File: config.mk
export PLATFORM = sky130hd
export DESIGN_NAME = page_replacement_fifo_lru
export DESIGN_NICKNAME = d
export VERILOG_FILES = /design/src/hdl/rpl_pkg.sv /design/src/hdl/page_replacement_fifo_lru.sv /design/src/hdl/rpl_frame_store.sv /design/src/hdl/rpl_ctrl.sv
export SDC_FILE = /design/constraint.sdc
export NUM_CORES = 1
export LEC_CHECK = 0
export BUFFER_PORTS_ARGS = -buffer_cell sky130_fd_sc_hd__buf_4
export CAP_MARGIN = 10
export CELL_PAD_IN_SITES_DETAIL_PLACEMENT = 1
export CELL_PAD_IN_SITES_GLOBAL_PLACEMENT = 1
export CORE_MARGIN = 2
export CORE_UTILIZATION = 51
export CTS_BUF_LIST = sky130_fd_sc_hd__clkbuf_2
export DETAILED_ROUTE_END_ITERATION = 12
export PLACE_DENSITY_LB_ADDON = 0.1
export SLEW_MARGIN = 20
export SYNTH_ARGS = -nofsm -noshare
export SYNTH_HDL_FRONTEND = slang
export SYNTH_SLANG_ARGS = --single-unit
File: constraint.sdc
create_clock -name clock -period 6.58 [get_ports clock]
set_input_delay 0.329 -clock clock [delete_from_list [all_inputs] [get_ports clock]]
set_output_delay 0.329 -clock clock [all_outputs]
set_load 0.02 [all_outputs]
File: src/hdl/rpl_pkg.sv
package rpl_pkg;

   localparam int FRAMES    = 4;
   localparam int PAGE_BITS = 16;
   localparam int WORD_W    = 16;
   localparam int IDX_W     = (FRAMES > 1) ? $clog2(FRAMES) : 1;
   localparam int CNT_W     = $clog2(FRAMES + 1);

   typedef logic [PAGE_BITS-1:0] page_type;
   typedef logic [WORD_W-1:0]    word_type;
   typedef logic [IDX_W-1:0]     idx_type;
   typedef logic [CNT_W-1:0]     cnt_type;

   localparam word_type TOTAL_MAX = '1;

   localparam logic POLICY_FIFO = 1'b0;
   localparam logic POLICY_LRU  = 1'b1;

   typedef enum logic [4:0] {
      ST_IDLE   = 5'b00001,
      ST_SCAN   = 5'b00010,
      ST_DECIDE = 5'b00100,
      ST_SHIFT  = 5'b01000,
      ST_RESP   = 5'b10000
   } state_type;

   typedef struct packed {
      logic    wr_en;
      logic    wr_shift;
      idx_type wr_idx;
      idx_type rd_idx;
   } frame_ctl_type;

endpackage

File: src/hdl/page_replacement_fifo_lru.sv
// Page replacement unit, FIFO or LRU over a small set of resident frames.
// Pulse start with a page number while busy is low; busy rises on the next
// cycle and stays high until the result word has been shown. A reference
// compares its page with the N resident pages (one frame compared per cycle
// by the single comparator) and then makes S frame writes (one per cycle
// through the single frame write port): S = 0 on a FIFO hit, N - position on
// an LRU hit, 1 on a fault into a free frame and FRAMES on a fault that
// evicts. The result word is valid for exactly one cycle while rsp_valid is
// high and cannot be held off, so the receiver must take it then. The policy
// register is written over the csr channel, which is always ready; write it
// only while busy is low.
module page_replacement_fifo_lru import rpl_pkg::*; (
   input  logic        clock,
   input  logic        reset,
   input  logic        start,
   output logic        busy,
   input  logic [15:0] req_page_number,
   output logic        rsp_valid,
   output logic        rsp_hit,
   output logic        rsp_evicted_valid,
   output logic [15:0] rsp_evicted_page,
   output logic [15:0] rsp_hit_total,
   output logic [15:0] rsp_fault_total,
   input  logic        csr_valid,
   output logic        csr_ready,
   input  logic        csr_policy_mode
);

   logic          policy_ff, policy_in;
   frame_ctl_type ctl;
   page_type      wr_page;
   page_type      rd_page;
   page_type      req_page;

   assign csr_ready = 1'b1;
   assign policy_in = (csr_valid && csr_ready) ? csr_policy_mode : policy_ff;
   assign req_page  = PAGE_BITS'(req_page_number);

   always_ff @(posedge clock) begin
      if (reset) begin
         policy_ff <= POLICY_LRU;
      end else begin
         policy_ff <= policy_in;
      end
   end

   rpl_frame_store u_store (
      .clock   (clock),
      .ctl     (ctl),
      .wr_page (wr_page),
      .rd_page (rd_page)
   );

   rpl_ctrl u_ctrl (
      .clock             (clock),
      .reset             (reset),
      .start             (start),
      .policy_mode       (policy_ff),
      .page              (req_page),
      .rd_page           (rd_page),
      .ctl               (ctl),
      .wr_page           (wr_page),
      .busy              (busy),
      .rsp_valid         (rsp_valid),
      .rsp_hit           (rsp_hit),
      .rsp_evicted_valid (rsp_evicted_valid),
      .rsp_evicted_page  (rsp_evicted_page),
      .rsp_hit_total     (rsp_hit_total),
      .rsp_fault_total   (rsp_fault_total)
   );

endmodule

File: src/hdl/rpl_frame_store.sv
module rpl_frame_store import rpl_pkg::*; (
   input  logic          clock,
   input  frame_ctl_type ctl,
   input  page_type      wr_page,
   output page_type      rd_page
);

   page_type frame_ff [FRAMES];

   assign rd_page = frame_ff[ctl.rd_idx];

   // shift takes the word on the read port, otherwise write the new page
   always_ff @(posedge clock) begin
      if (ctl.wr_en) begin
         frame_ff[ctl.wr_idx] <= ctl.wr_shift ? rd_page : wr_page;
      end
   end

endmodule

File: src/hdl/rpl_ctrl.sv
module rpl_ctrl import rpl_pkg::*; (
   input  logic          clock,
   input  logic          reset,
   input  logic          start,
   input  logic          policy_mode,
   input  page_type      page,
   input  page_type      rd_page,
   output frame_ctl_type ctl,
   output page_type      wr_page,
   output logic          busy,
   output logic          rsp_valid,
   output logic          rsp_hit,
   output logic          rsp_evicted_valid,
   output word_type      rsp_evicted_page,
   output word_type      rsp_hit_total,
   output word_type      rsp_fault_total
);

   state_type state_ff, state_in;
   idx_type   idx_ff, idx_in;
   idx_type   last_ff, last_in;
   idx_type   pos_ff, pos_in;
   logic      found_ff, found_in;
   page_type  page_ff, page_in;
   cnt_type   count_ff, count_in;
   word_type  hit_cnt_ff, hit_cnt_in;
   word_type  fault_cnt_ff, fault_cnt_in;
   logic      hit_ff, hit_in;
   logic      ev_valid_ff, ev_valid_in;
   word_type  ev_page_ff, ev_page_in;
   logic      match;

   assign match   = (rd_page == page_ff);
   assign wr_page = page_ff;

   always_comb begin
      state_in     = state_ff;
      idx_in       = idx_ff;
      last_in      = last_ff;
      pos_in       = pos_ff;
      found_in     = found_ff;
      page_in      = page_ff;
      count_in     = count_ff;
      hit_cnt_in   = hit_cnt_ff;
      fault_cnt_in = fault_cnt_ff;
      hit_in       = hit_ff;
      ev_valid_in  = ev_valid_ff;
      ev_page_in   = ev_page_ff;
      ctl.wr_en    = 1'b0;
      ctl.wr_shift = 1'b0;
      ctl.wr_idx   = idx_ff;
      ctl.rd_idx   = idx_ff;

      case (state_ff)
         ST_IDLE: begin
            if (start) begin
               page_in  = page;
               idx_in   = '0;
               found_in = 1'b0;
               state_in = (count_ff == '0) ? ST_DECIDE : ST_SCAN;
            end
         end
         ST_SCAN: begin
            if (match) begin
               pos_in   = idx_ff;
               found_in = 1'b1;
            end
            idx_in = IDX_W'(idx_ff + 1'b1);
            if (idx_ff == IDX_W'(count_ff - 1'b1)) begin
               state_in = ST_DECIDE;
            end
         end
         ST_DECIDE: begin
            ctl.rd_idx  = '0;
            hit_in      = found_ff;
            ev_valid_in = 1'b0;
            ev_page_in  = '0;
            if (found_ff) begin
               if (hit_cnt_ff != TOTAL_MAX) begin
                  hit_cnt_in = hit_cnt_ff + 1'b1;
               end
               if (policy_mode == POLICY_LRU) begin
                  idx_in   = pos_ff;
                  last_in  = IDX_W'(count_ff - 1'b1);
                  state_in = ST_SHIFT;
               end else begin
                  state_in = ST_RESP;
               end
            end else begin
               if (fault_cnt_ff != TOTAL_MAX) begin
                  fault_cnt_in = fault_cnt_ff + 1'b1;
               end
               if (count_ff < CNT_W'(FRAMES)) begin
                  idx_in   = IDX_W'(count_ff);
                  last_in  = IDX_W'(count_ff);
                  count_in = CNT_W'(count_ff + 1'b1);
               end else begin
                  ev_valid_in = 1'b1;
                  ev_page_in  = WORD_W'(rd_page);
                  idx_in      = '0;
                  last_in     = IDX_W'(FRAMES - 1);
               end
               state_in = ST_SHIFT;
            end
         end
         ST_SHIFT: begin
            ctl.wr_en  = 1'b1;
            ctl.rd_idx = IDX_W'(idx_ff + 1'b1);
            if (idx_ff == last_ff) begin
               state_in = ST_RESP;
            end else begin
               ctl.wr_shift = 1'b1;
               idx_in       = IDX_W'(idx_ff + 1'b1);
            end
         end
         ST_RESP: begin
            state_in = ST_IDLE;
         end
         default: begin
            state_in = ST_IDLE;
         end
      endcase
   end

   always_ff @(posedge clock) begin
      if (reset) begin
         state_ff     <= ST_IDLE;
         count_ff     <= '0;
         hit_cnt_ff   <= '0;
         fault_cnt_ff <= '0;
         found_ff     <= 1'b0;
      end else begin
         state_ff     <= state_in;
         count_ff     <= count_in;
         hit_cnt_ff   <= hit_cnt_in;
         fault_cnt_ff <= fault_cnt_in;
         found_ff     <= found_in;
      end
   end

   always_ff @(posedge clock) begin
      idx_ff      <= idx_in;
      last_ff     <= last_in;
      pos_ff      <= pos_in;
      page_ff     <= page_in;
      hit_ff      <= hit_in;
      ev_valid_ff <= ev_valid_in;
      ev_page_ff  <= ev_page_in;
   end

   assign busy              = (state_ff != ST_IDLE);
   assign rsp_valid         = (state_ff == ST_RESP);
   assign rsp_hit           = hit_ff;
   assign rsp_evicted_valid = ev_valid_ff;
   assign rsp_evicted_page  = ev_page_ff;
   assign rsp_hit_total     = hit_cnt_ff;
   assign rsp_fault_total   = fault_cnt_ff;

endmodule

Yosys cells after proc, flatten, opt, wreduce, memory -nomap -nowiden
Memory sizes are Yosys's and may differ from the RTL's. Index checks and enable logic that the tools add are counted.

Register bits after elaboration: 82. Bits in writable memories: 64. Input bits: 21. Output and inout port bits: 53. Logic and storage cells: 78. Memories kept: 1.

Memories: u_store.frame_ff (words 4, width 16, rd ports 1, clocked after Yosys merged registers in 0, write ports 1, RTL line rpl_frame_store.sv:8) `page_type frame_ff [FRAMES];`.

$add $sub $neg: 5. Order comparisons: 1. Equality and inequality tests: 18. Mux-type cells: 26. Bitwise gates (word level): 1. Reductions and logical operators: 13.

Operators with widths (number): adder 16 x 1 -> 16 bit, second input constant (2); inequality test 16 bit, second input constant (2); two-way mux 5 bit (5); one-hot mux 5 bit (4 select lines) (1); two-way mux 2 bit (9); equality test 16 bit (1); two-way mux 16 bit (1); AND reduction 3 bit (5); one-hot mux 2 bit (4 select lines) (1); two-way mux 1 bit (6); inequality test 2 x 1 -> 1 bit, second input constant (3); inequality test 2 bit, second input constant (3); AND reduction 2 bit (3); equality test 5 x 1 -> 1 bit, second input constant (1); equality test 5 x 2 -> 1 bit, second input constant (1); equality test 5 x 3 -> 1 bit, second input constant (1); equality test 5 x 4 -> 1 bit, second input constant (1); equality test 5 bit, second input constant (1); inequality test 5 x 1 -> 1 bit, second input constant (1); equality test 2 bit (2); one-hot mux 2 bit (2 select lines) (1); AND reduction 4 bit (1); nonzero test 4 bit (1); adder 3 x 1 -> 3 bit, second input constant (1); 10 further kinds (10).

Depth between registers and ports, before layout
Gate-level depths: netlist of the first run. An unclocked memory read counts as a cell.

Word-level depth: 6. Depth in mapped cells: 13. Mapped depth without buffers: 10.

Modules after synthesis
From an unflattened synthesis of the first run, not the netlist that was laid out.

Cells, all modules: 520. Area total of the unflattened synthesis: 6558.8 µm².

Modules (own cells, without submodules): rpl_ctrl (times used 1, cells an instance 354, area an instance 3656.0 µm², sequential area each 2021.9 µm²); rpl_frame_store (times used 1, cells an instance 161, area an instance 2856.5 µm², sequential area each 1921.8 µm²); page_replacement_fifo_lru (times used 1, cells an instance 5, area an instance 46.3 µm², sequential area each 20.0 µm²).

Worst setup path before layout of the first run
OpenSTA, ideal clock, no wires.

Path type: reg-to-reg. Start: register u_ctrl.idx_ff[0]. End: register u_ctrl.pos_ff[0] (enable). Library setup time: 0.349 ns. Arrival time: 3.263 ns. Required time: 6.231 ns. Path slack: 2.969 ns. Stages on the path, launching flop included: 13. Buffers on the path: 3. Clock period less this slack: 3.611 ns. Path through: edfxtp_1 clkbuf_1 inv_1 ha_1 nor4b_1 a221o_1 buf_4 buf_1 mux2i_1 or4_1 nand3_1 nand2_1 nor4_1.

Cells in the longest elaborated chain, start to end: 5.

RTL lines: from (decl) (RTL line rpl_ctrl.sv:20) `idx_type idx_ff, idx_in;`; from (signal assigned) (RTL line rpl_ctrl.sv:142) `idx_ff <= idx_in;`; adder 2 x 1 -> 2 bit (RTL line rpl_ctrl.sv:108) `ctl.rd_idx = IDX_W'(idx_ff + 1'b1);`; one-hot mux 2 bit (2 select lines) (*) (RTL line rpl_ctrl.sv:54) `case (state_ff)`; memory read (4 x 16 bit) (*); equality test 16 bit (*) (RTL line rpl_ctrl.sv:33) `assign match = (rd_page == page_ff);`; AND reduction 2 bit (no line) (*); to (signal assigned) (RTL line rpl_ctrl.sv:144) `pos_ff <= pos_in;`; to (decl) (RTL line rpl_ctrl.sv:22) `idx_type pos_ff, pos_in;`.

Every way passes the cells marked *; elsewhere a longest branch is shown, timed or not. A chain may end at the register's enable or synchronous reset.

Worst setup path after layout of the first run
Start: register u_ctrl.state_ff[3]. End: register u_ctrl.pos_ff[1] (enable).

Cells in the longest elaborated chain, start to end: 5. Elaborated cells on any way between the ends: 7. Those cells by class: eq/ne: 4; mux: 1; reduce/logical: 1; memory: 1.

RTL lines: from (decl) (RTL line rpl_ctrl.sv:19) `state_type state_ff, state_in;`; from (signal assigned) (RTL line rpl_ctrl.sv:133) `state_ff <= state_in;`; equality test 5 x 4 -> 1 bit or equality test 5 x 3 -> 1 bit (tied branches) (RTL line rpl_ctrl.sv:54); one-hot mux 2 bit (2 select lines) (RTL line rpl_ctrl.sv:54); memory read (4 x 16 bit); equality test 16 bit (RTL line rpl_ctrl.sv:33); AND reduction 2 bit (no line) (*).

Marks and branches as above.

==> run metrics, run 1 <==
number of global-route vias before repair 6580; first-pass GRT wire length 34600 um; Sequential cell area 0.00396 mm^2; Avg WL per Cell 21.3 um; WHS Path Cells 2; Max transition margin 22.9%; CP required 6970 ps; Max Slew Vio Count 0; top-area cell type share of the netlist area 41.0%; die width 126 um; Post-Syn Instances 742; vias per inst 6.21; max cap viols 0; layout cells sized above 1 15.8%; synthesized area per cell 10.3 um^2; Crit. End Element register; clk_skew 32.1 ps; Fillers 1598; initial antenna violation count 0; area delta synth->final 14.2%; GR Overflow Total 0; Clock Tree Root clkbuf_2; Critical Path AT 5160 ps; Max Root-Sink Buffers 2; Slew @ Worst Pin 1160 ps; Worst path slowest cell dfxtp_1; Yosys reg bits 146; Hold Crit Class input pin to register; routability cong. 0.899; Worst Reg-to-Reg Cells 9; RSZ-0062 raised after global routing no; DRC Markers 0; Post-synth ARST share 0%; H-tree depth 4; setup violators final 0; Core Footprint 0.0145 mm^2; most frequent cell after synthesis edfxtp_1; startpoint types register; crit path cell chain a2111o_1 > a221o_1 > buf_4 > mux2i_1 > nor2_1 > or4_1 > nand3_1 > nand2_1 > nor4_1; Max FO, Critical Path 27; row count 44; fin nets 845; most area-consuming cells after synthesis edfxtp_1, dfxtp_1, nor2_1; multi-input logic area 0.00341 mm^2; Post-synth EDFFs 104; largest net degree at the start of global routing 65; Synth area leader edfxtp_1; HPWL after detailed placement 14800 um; length of the first detailed-routing pass in iterations 7; Die H 126 um; Sink Count 146; CTS tree built; Highest Clock Rate 210 MHz; synthesized net count 771; mapped cell area 0.00761 mm^2; register area share after synthesis 52.1%; I/O pin cnt 74; Inserted Clock Buffers 17; clk_lat worst skew 720 ps; max incr delay on CP 970 ps; final hold viol count 0; Setup Total Neg Slack 0 ps; post-synth cell types 73; run status finished, final reports clean; post-CTS sizing 0; IO Port Bufs 72; die area 0.0159 mm^2; IR drop worst, VDD 0.0000916 V; Syn. warnings 0; fin crit share 72.5%; WS Path Type register to register; diode count 0; top cells by count, synth edfxtp_1, nor2_1, nand2_1; P per Cell Area 232 mW/mm^2; GRT Util Overall 27.8%; leakage dissipation 3.22 nW; Initial Utilization 52.4%; CTS clock-pin slew for the worst setup and hold paths 200 ps; fin util 59.8%; vias 6295; Antenna Violating Nets Remaining 0; clock period minus worst slack 4770 ps; Routed WL 21600 um; predominant post-synthesis flop cell edfxtp_1; drt initial violations 588
==> path summary, 6_finish.rpt <==
check | startpoint | slack (ps) | endpoint
max | u_ctrl.state_ff[3] | 1810 | u_ctrl.pos_ff[1]
min | req_page_number[14] | 320 | u_ctrl.wr_page[14]
max reg2reg | u_ctrl.state_ff[3] | 1810 | u_ctrl.pos_ff[1]
min reg2reg | u_ctrl.rsp_hit_total[9] | 530 | u_ctrl.rsp_hit_total[9]
==> stage by stage <==
step / setup WS, ps / instance area [um^2] / hold WS (ps) / power, W / instances
6_report: 1810 / 8690 / 317 / 0.00202 / 1013
5_1_grt: 1590 / 8690 / 284 / 0.00210 / 1013
4_1_cts: 1920 / 8690 / 256 / 0.00202 / 1013
3_5_place_dp: 1930 / 8250 / 504 / 0.00149 / 961
3_3_place_gp: 2240 / 8250 / 485 / 0.00147 / 961
2_1_floorplan: 2970 / 7610 / 406 / 0.00136 / 742
==> flip-flops by register name, summed over array words and instances, names as in the netlist, 2 cells and up <==
| signal | count |
|---|---|
| u_ctrl.rsp_evicted_page | 16 |
| u_ctrl.last_ff | 2 |
| u_ctrl.rsp_hit_total | 16 |
| u_ctrl.pos_ff | 2 |
| u_store.frame_ff | 64 |
| u_ctrl.rsp_fault_total | 16 |
| u_ctrl.state_ff | 5 |
| u_ctrl.wr_page | 16 |
| u_ctrl.idx_ff | 2 |
| u_ctrl.count_ff | 3 |
==> critical path: cells and delay by family, from the launching register on <==
kind,cells,cell delay [ps]
DFF,1,970
buffers and inverters,1,400
muxes,1,320
and+or+nand+nor,5,1280
AOI/OAI and AO/OA,2,1450
==> kinds of logic after synthesis <==
family                     after synthesis  share of synthesized area, %
AOI/OAI and AO/OA                      146                          13.6
xor gates and xnor gates                37                          4.26
DFF                                    146                          52.1
adders and majority gates                8                          1.31
and+or+nand+nor                        320                          21.9
muxes                                   26                          3.53
other                                    1                        0.0493
buffers and inverters                   58                          3.29
==> where the power goes <==
group	total [W]	internal [W]	leakage (nW)	switching, W
Clock	0.000531	0.000212	0.150	0.000319
Combinational	0.000454	0.000165	1.76	0.000289
Sequential	0.00104	0.00101	1.30	0.0000249
==> layout make-up <==
cell class / instances / area share [%]
inverters: 13 / 0.561
multi-input cells: 538 / 39.2
repair buffers: 100 / 9.21
clock inverters: 12 / 1.63
well taps: 184 / 2.65
flip-flops and latches: 146 / 45.6
clock buffers: 20 / 1.15
==> metal layers <==
| layer | up-vias | global-route usage, % | share of wire [%] |
|---|---|---|---|
| met5 | - | 0 | 0 |
| met4 | 0 | 11.5 | 3.0 |
| met3 | 53 | 4.63 | 4.7 |
| met2 | 226 | 48.7 | 51 |
| met1 | 3113 | 34.0 | 42 |
| li1 | 2903 | - | - |
==> repair_timing <==
action	in CTS	in global routing
setup buffers	0	0
hold endpoints to repair	49	0
hold buffers	20	0
==> placed cells by master (no fill, tap or decap), drive strengths merged, types with 19 or more instances in the layout <==
master	n
edfxtp	104
nor2	86
buf	80
nand2	77
dfxtp	42
o21ai	39
a21oi	26
xor2	22
and2	22
mux2i	22
clkbuf	20
dlygate4sd3	20
nand3	19
No activity file was read; power rests on OpenSTA's default activity.
==> inputs of run 2 (changes only) <==
Settings changed: ABC_AREA set to 1, CORE_UTILIZATION 51 to 47.
Clock period 6.58 ns to 4.7 ns, I/O delays scaled along.
==> run 2 against run 1 <==
Net effect: combinational power grew to 2.9 times the previous value; critical path depth increased by 5; final cell count grew 0.59%; synthesized cell count decreased by 1.6%; sequential power grew 55%; non-clock buffer count is 7 lower; clock skew increased by 8.1 ps; global-route usage down 3.5 points; routed wire length shrank 15%; first-iteration DRC count fell by 47%; setup slack worse by 720 ps; flip-flop and latch count unchanged; critical path type unchanged.
==> run metrics, run 2 <==
Routed WL 18300 um; most frequent cell after synthesis nand2_1; area delta synth->final 15.8%; most frequent cells in the layout nand2_1, edfxtp_1, inv_1; run status finished, final reports clean; Syn. warnings 0; Synth Area in Compound Gates 6.40%; top cells by count, synth nand2_1, edfxtp_1, inv_1; GR Overflow Total 0; cell family with the largest share of critical-path delay simple AND/OR/NAND/NOR gates; DP Area 0.00752 mm^2; Max Slew Vio Count 0; Die H 125 um; Core Footprint 0.0144 mm^2; first-pass GRT wire length 29900 um; Initial Utilization 47.7%; vias 5448; H-tree depth 4; mapped cell area 0.00688 mm^2; multiplexer share of the synthesized area 0%; max cap viols 0; most flop-heavy register u_store.frame_ff; IO Port Bufs 72; leakage dissipation 3.30 nW; drt initial violations 313; Total Power 0.00365 W; largest net degree at the start of global routing 36; length of the first detailed-routing pass in iterations 4; CTS tree built; top-area cell type share of the netlist area 45.4%; Antenna Violating Nets Remaining 0; fin nets 851; crit path cell chain nor2_4 > nand3_2 > nand3_2 > nand2_2 > nand2_1 > nand3_2 > nand2_1 > nand2_1 > nand2_1 > nor2_1 > nand2_1 > nor2_1 > nand2_1 > nor2_1; number of global-route vias before repair 6049; routability cong. 0.804; Avg WL per Cell 17.9 um; HPWL after detailed placement 12300 um; Highest Clock Rate 277 MHz; CP Buf/Inv Count 0; Inserted Clock Buffers 17; layout cells sized above 1 19.0%; clk_lat worst skew 740 ps; clock period minus worst slack 3620 ps; CTS clock-pin slew for the worst setup and hold paths 230 ps; I/O pin cnt 74; Yosys reg bits 146; post-CTS sizing 0; CP most frequent cell nand2_1; final instance area 0.00797 mm^2; WS Path Type register to register; most area-consuming cells after synthesis edfxtp_1, dfxtp_1, nand2_1; die width 125 um; fin util 55.2%; simple-gate area share of the yosys netlist 26.1%; Synth area leader edfxtp_1; die area 0.0156 mm^2; Post-synth ARST share 0%; Critical Path AT 4080 ps; Setup Total Neg Slack 0 ps; Slew @ Worst Pin 1110 ps; RSZ-0062 raised after global routing no; vias per inst 5.35; Synth Area in Adders 1.46%; IR drop worst, VDD 0.000323 V; Post-synth EDFFs 104; fin crit share 76.9%; Hold Crit Class input pin to register; max incr delay on CP 760 ps; largest family of logic cells by synthesized area simple AND/OR/NAND/NOR gates; diode count 0; P per Cell Area 458 mW/mm^2; predominant post-synthesis flop cell edfxtp_1; Post-Synth XOR/XNOR Area 0.509%; initial antenna violation count 0; CP required 5160 ps; Clock Tree Root clkbuf_2; Max FO, Critical Path 35; row count 44; Max Root-Sink Buffers 2; post-synth cell types 48; Crit. End Element register; setup violators final 0; most common cell after layout, fill and taps aside nand2_1; Sink Count 146; synthesized area per cell 9.42 um^2; clk_skew 40.2 ps; register area share after synthesis 57.6%; DRC Markers 0; Worst path slowest cell nand2_2; GRT Util Overall 24.3%; synthesized net count 759; startpoint types register; Post-Syn Instances 730; final hold viol count 0; max FFs per register 64; Max transition margin 25.6%
-- run 2: changes by cell type in the layout (fill, tap and decap cells not counted), sizes merged, moves of 9 or more --
cell    previous run  this run
nor2b             15         0
nand3             19        88
mux2i             22         0
o31ai              9         0
and3              10         1
and2              22         0
nor2              86        69
xor2              22         2
inv               13       106
nand2             77       169
xnor2             15         2
a222oi             9         0
-- run 2: area by class of cell --
class	instances	area, um^2
timing repair buffer	93	748
sequential	146	3960
fill	1668	6460
tap	184	230
multi-input combinational	459	2400
inverter	105	394
clock inverter	15	143
clock buffer	17	85.1
-- run 2: metal layers --
metal / vias up / share of wire (%) / routed length (um) / GRT usage (%)
met3: 25 / 3.8 / 692 / 6.20
met1: 2708 / 42 / 7710 / 28.1
li1: 2615 / - / - / -
met2: 100 / 52 / 9560 / 44.4
met5: - / 0 / 0 / 0
met4: 0 / 1.7 / 319 / 7.19
-- run 2: through the flow --
step	hold slack (ps)	setup WS, ps	cells
2_1_floorplan	334	2290	730
3_3_place_gp	413	1350	967
3_5_place_dp	414	1180	967
4_1_cts	140	1120	1019
5_1_grt	118	695	1019
6_report	191	1080	1019
-- run 2: kinds of logic (layout without fill, tap and decap cells) --
logic type / Yosys count / after routing
AND/OR/NAND/NOR: 370 / 370
flip-flops: 146 / 146
buffers and inverters: 125 / 230
AO/OA/AOI/OAI: 76 / 76
adder cells (fa/ha/maj): 8 / 8
XOR/XNOR: 4 / 4
other: 1 / 1
-- run 2: what timing repair did --
| item | CTS | global route |
|---|---|---|
| buffers inserted | 0 | 0 |
| setup endpoints to repair | 0 | 0 |
| endpoints found under the hold margin | 37 | 0 |
| hold buffers | 20 | 0 |
-- run 2: power breakdown --
part	leakage [nW]	internal (W)	switching, W
clock	0.127	0.000237	0.000474
combinational	1.89	0.000390	0.000934
sequential	1.29	0.00153	0.0000810
-- run 2: final timing paths --
kind / from / to / slack [ps] / depth (start not counted)
worst min-delay path: req_page_number[12] / u_ctrl.wr_page[12] / 190 / 2
worst max register to register: u_ctrl.state_ff[1] / u_ctrl.pos_ff[1] / 1080 / 14
worst min register to register: u_ctrl.rsp_fault_total[7] / u_ctrl.rsp_fault_total[7] / 520 / 2
worst max-delay path: u_ctrl.state_ff[1] / u_ctrl.pos_ff[1] / 1080 / 14
==> inputs of run 3 (changes only) <==
Clock period 4.7 ns to 3.55 ns, I/O delays scaled along.
==> run 3 against run 2 <==
Net effect: register-to-register slack got worse by 590 ps; routed wire length barely moved; first-iteration DRC count decreased by 3.5%; combinational power rose by 34%; maximum frequency increased by 18%; largest cell class unchanged; die area stayed put; setup slack worse by 590 ps; highest routed layer unchanged; global-route usage fell by 0.14 points; utilization is 0.45 points higher; largest power group unchanged.
==> run metrics, run 3 (synthesis gave the netlist of run 2 again) <==
run status finished, final reports clean; vias per inst 5.31; Reg2Reg Capture Point u_ctrl.pos_ff[1]; CP Buf/Inv Count 1; setup violators final 0; P_int 0.00296 W; most flop-heavy register u_store.frame_ff; most common cell after layout, fill and taps aside nand2_1; clock period minus worst slack 3050 ps; max FFs per register 64; Initial Utilization 47.7%; Antenna Violating Nets Remaining 0; Avg WL per Cell 17.8 um; WS Path Type register to register; die area 0.0156 mm^2; clk_lat worst skew 710 ps; routability cong. 0.865; most frequent cells in the layout nand2_1, edfxtp_1, inv_1; CP Depth 14; initial antenna violation count 0; Hold Crit Class input pin to register; Worst path slowest cell edfxtp_1; Routed WL 18300 um; P per Cell Area 612 mW/mm^2; Max Slew Vio Count 0; Clock power frac 20.5%; Post-CTS Hold Buffers 20; GRT Util Overall 24.2%; Crit Reg-Reg Startpoint u_ctrl.idx_ff[0]; fin util 55.7%; first-pass GRT wire length 29800 um; P_sw 0.00195 W; post-CTS setup buffers 0; IO Port Bufs 72; largest net degree at the start of global routing 35; startpoint types register; Clock Tree Root clkbuf_2; CTS clock-pin slew for the worst setup and hold paths 220 ps; GR Overflow Total 0; RSZ-0062 raised after global routing no; CP most frequent cell nand2_1; CP required 4010 ps; Sink Count 146; H-tree depth 4; HPWL after detailed placement 12400 um; Highest Clock Rate 327 MHz; Inserted Clock Buffers 17; length of the first detailed-routing pass in iterations 4; fin nets 859; vias 5456; Max FO, Critical Path 19; max incr delay on CP 560 ps; leakage dissipation 3.35 nW; die width 125 um; DRC Markers 0; WHS Path Cells 2; drt initial violations 302; placed cell count 975; Slew @ Worst Pin 990 ps; crit path from u_ctrl.idx_ff[0]; final hold viol count 0; Crit. End Element register; CTS tree built; Worst Setup EP u_ctrl.pos_ff[1]; Max transition margin 33.9%; max cap viols 0; register-to-register setup slack 500 ps; Fillers 1698; Finished Layout Cells 1027; switch share 39.8%; Die H 125 um; I/O pin cnt 74; Max Root-Sink Buffers 2; Worst Reg-to-Reg Cells 14; combinational cell fraction of total power 36.1%; cell family with the largest share of critical-path delay simple AND/OR/NAND/NOR gates; diode count 0; row count 44; Seq pwr share 43.4%; clk_skew 35.2 ps; number of global-route vias before repair 5877; post-CTS sizing 0; fin crit share 86.0%; Core Footprint 0.0144 mm^2; IR drop worst, VDD 0.000265 V; crit path cell chain inv_1 > ha_1 > nand4_1 > nand2_1 > nand2_4 > nand3_1 > nand2_1 > nand2_1 > nand2_1 > nor2_2 > nand2_1 > nor2_1 > nand2_1 > nor2_1; layout cells sized above 1 19.5%; Setup Total Neg Slack 0 ps; Critical Path AT 3510 ps; Total Power 0.00491 W; area delta synth->final 16.7%
-- run 3: worst min path at each step --
| stage | start | to | slack, ps |
|---|---|---|---|
| CTS | req_page_number[12] | u_ctrl.wr_page[12] | 100 |
| global placement | req_page_number[13] | u_ctrl.wr_page[13] | 360 |
| global route | req_page_number[4] | u_ctrl.wr_page[4] | 80 |
| finish | req_page_number[12] | u_ctrl.wr_page[12] | 160 |
| detailed placement | req_page_number[9] | u_ctrl.wr_page[9] | 360 |
| floorplan | req_page_number[0] | u_ctrl.wr_page[0] | 280 |
-- run 3: power by group through the flow --
stage	Sequential (W)	Combinational (W)	Clock, W
6_report	0.00213	0.00177	0.00101
3_3_place_gp	0.00216	0.00164	0
5_1_grt	0.00215	0.00198	0.00110
2_1_floorplan	0.00217	0.00126	0
3_5_place_dp	0.00217	0.00174	0
4_1_cts	0.00213	0.00178	0.00104
-- run 3: metal layers --
layer / global-route usage [%] / vias to the layer above / share of wire (%)
met5: 0 / - / 0
met4: 6.54 / 0 / 1.3
met3: 5.86 / 19 / 3.7
met2: 44.0 / 93 / 52
met1: 28.6 / 2713 / 43
li1: - / 2631 / -
-- run 3: cell type report --
type | count | area, um^2 | share of cell area (%)
inverter | 105 | 394 | 4.91
clock inverter | 14 | 165 | 2.06
multi-input combinational | 459 | 2380 | 29.6
timing repair buffer | 101 | 808 | 10.1
sequential | 146 | 3960 | 49.4
clock buffer | 18 | 90.1 | 1.12
tap | 184 | 230 | 2.87
-- run 3: per-stage QoR --
step	cell area (um^2)	setup WS [ps]	hold WS, ps
2_1_floorplan	6880	1140	276
4_1_cts	8030	444	104
3_5_place_dp	7570	470	357
5_1_grt	8030	192	81.1
6_report	8030	496	165
3_3_place_gp	7570	740	355
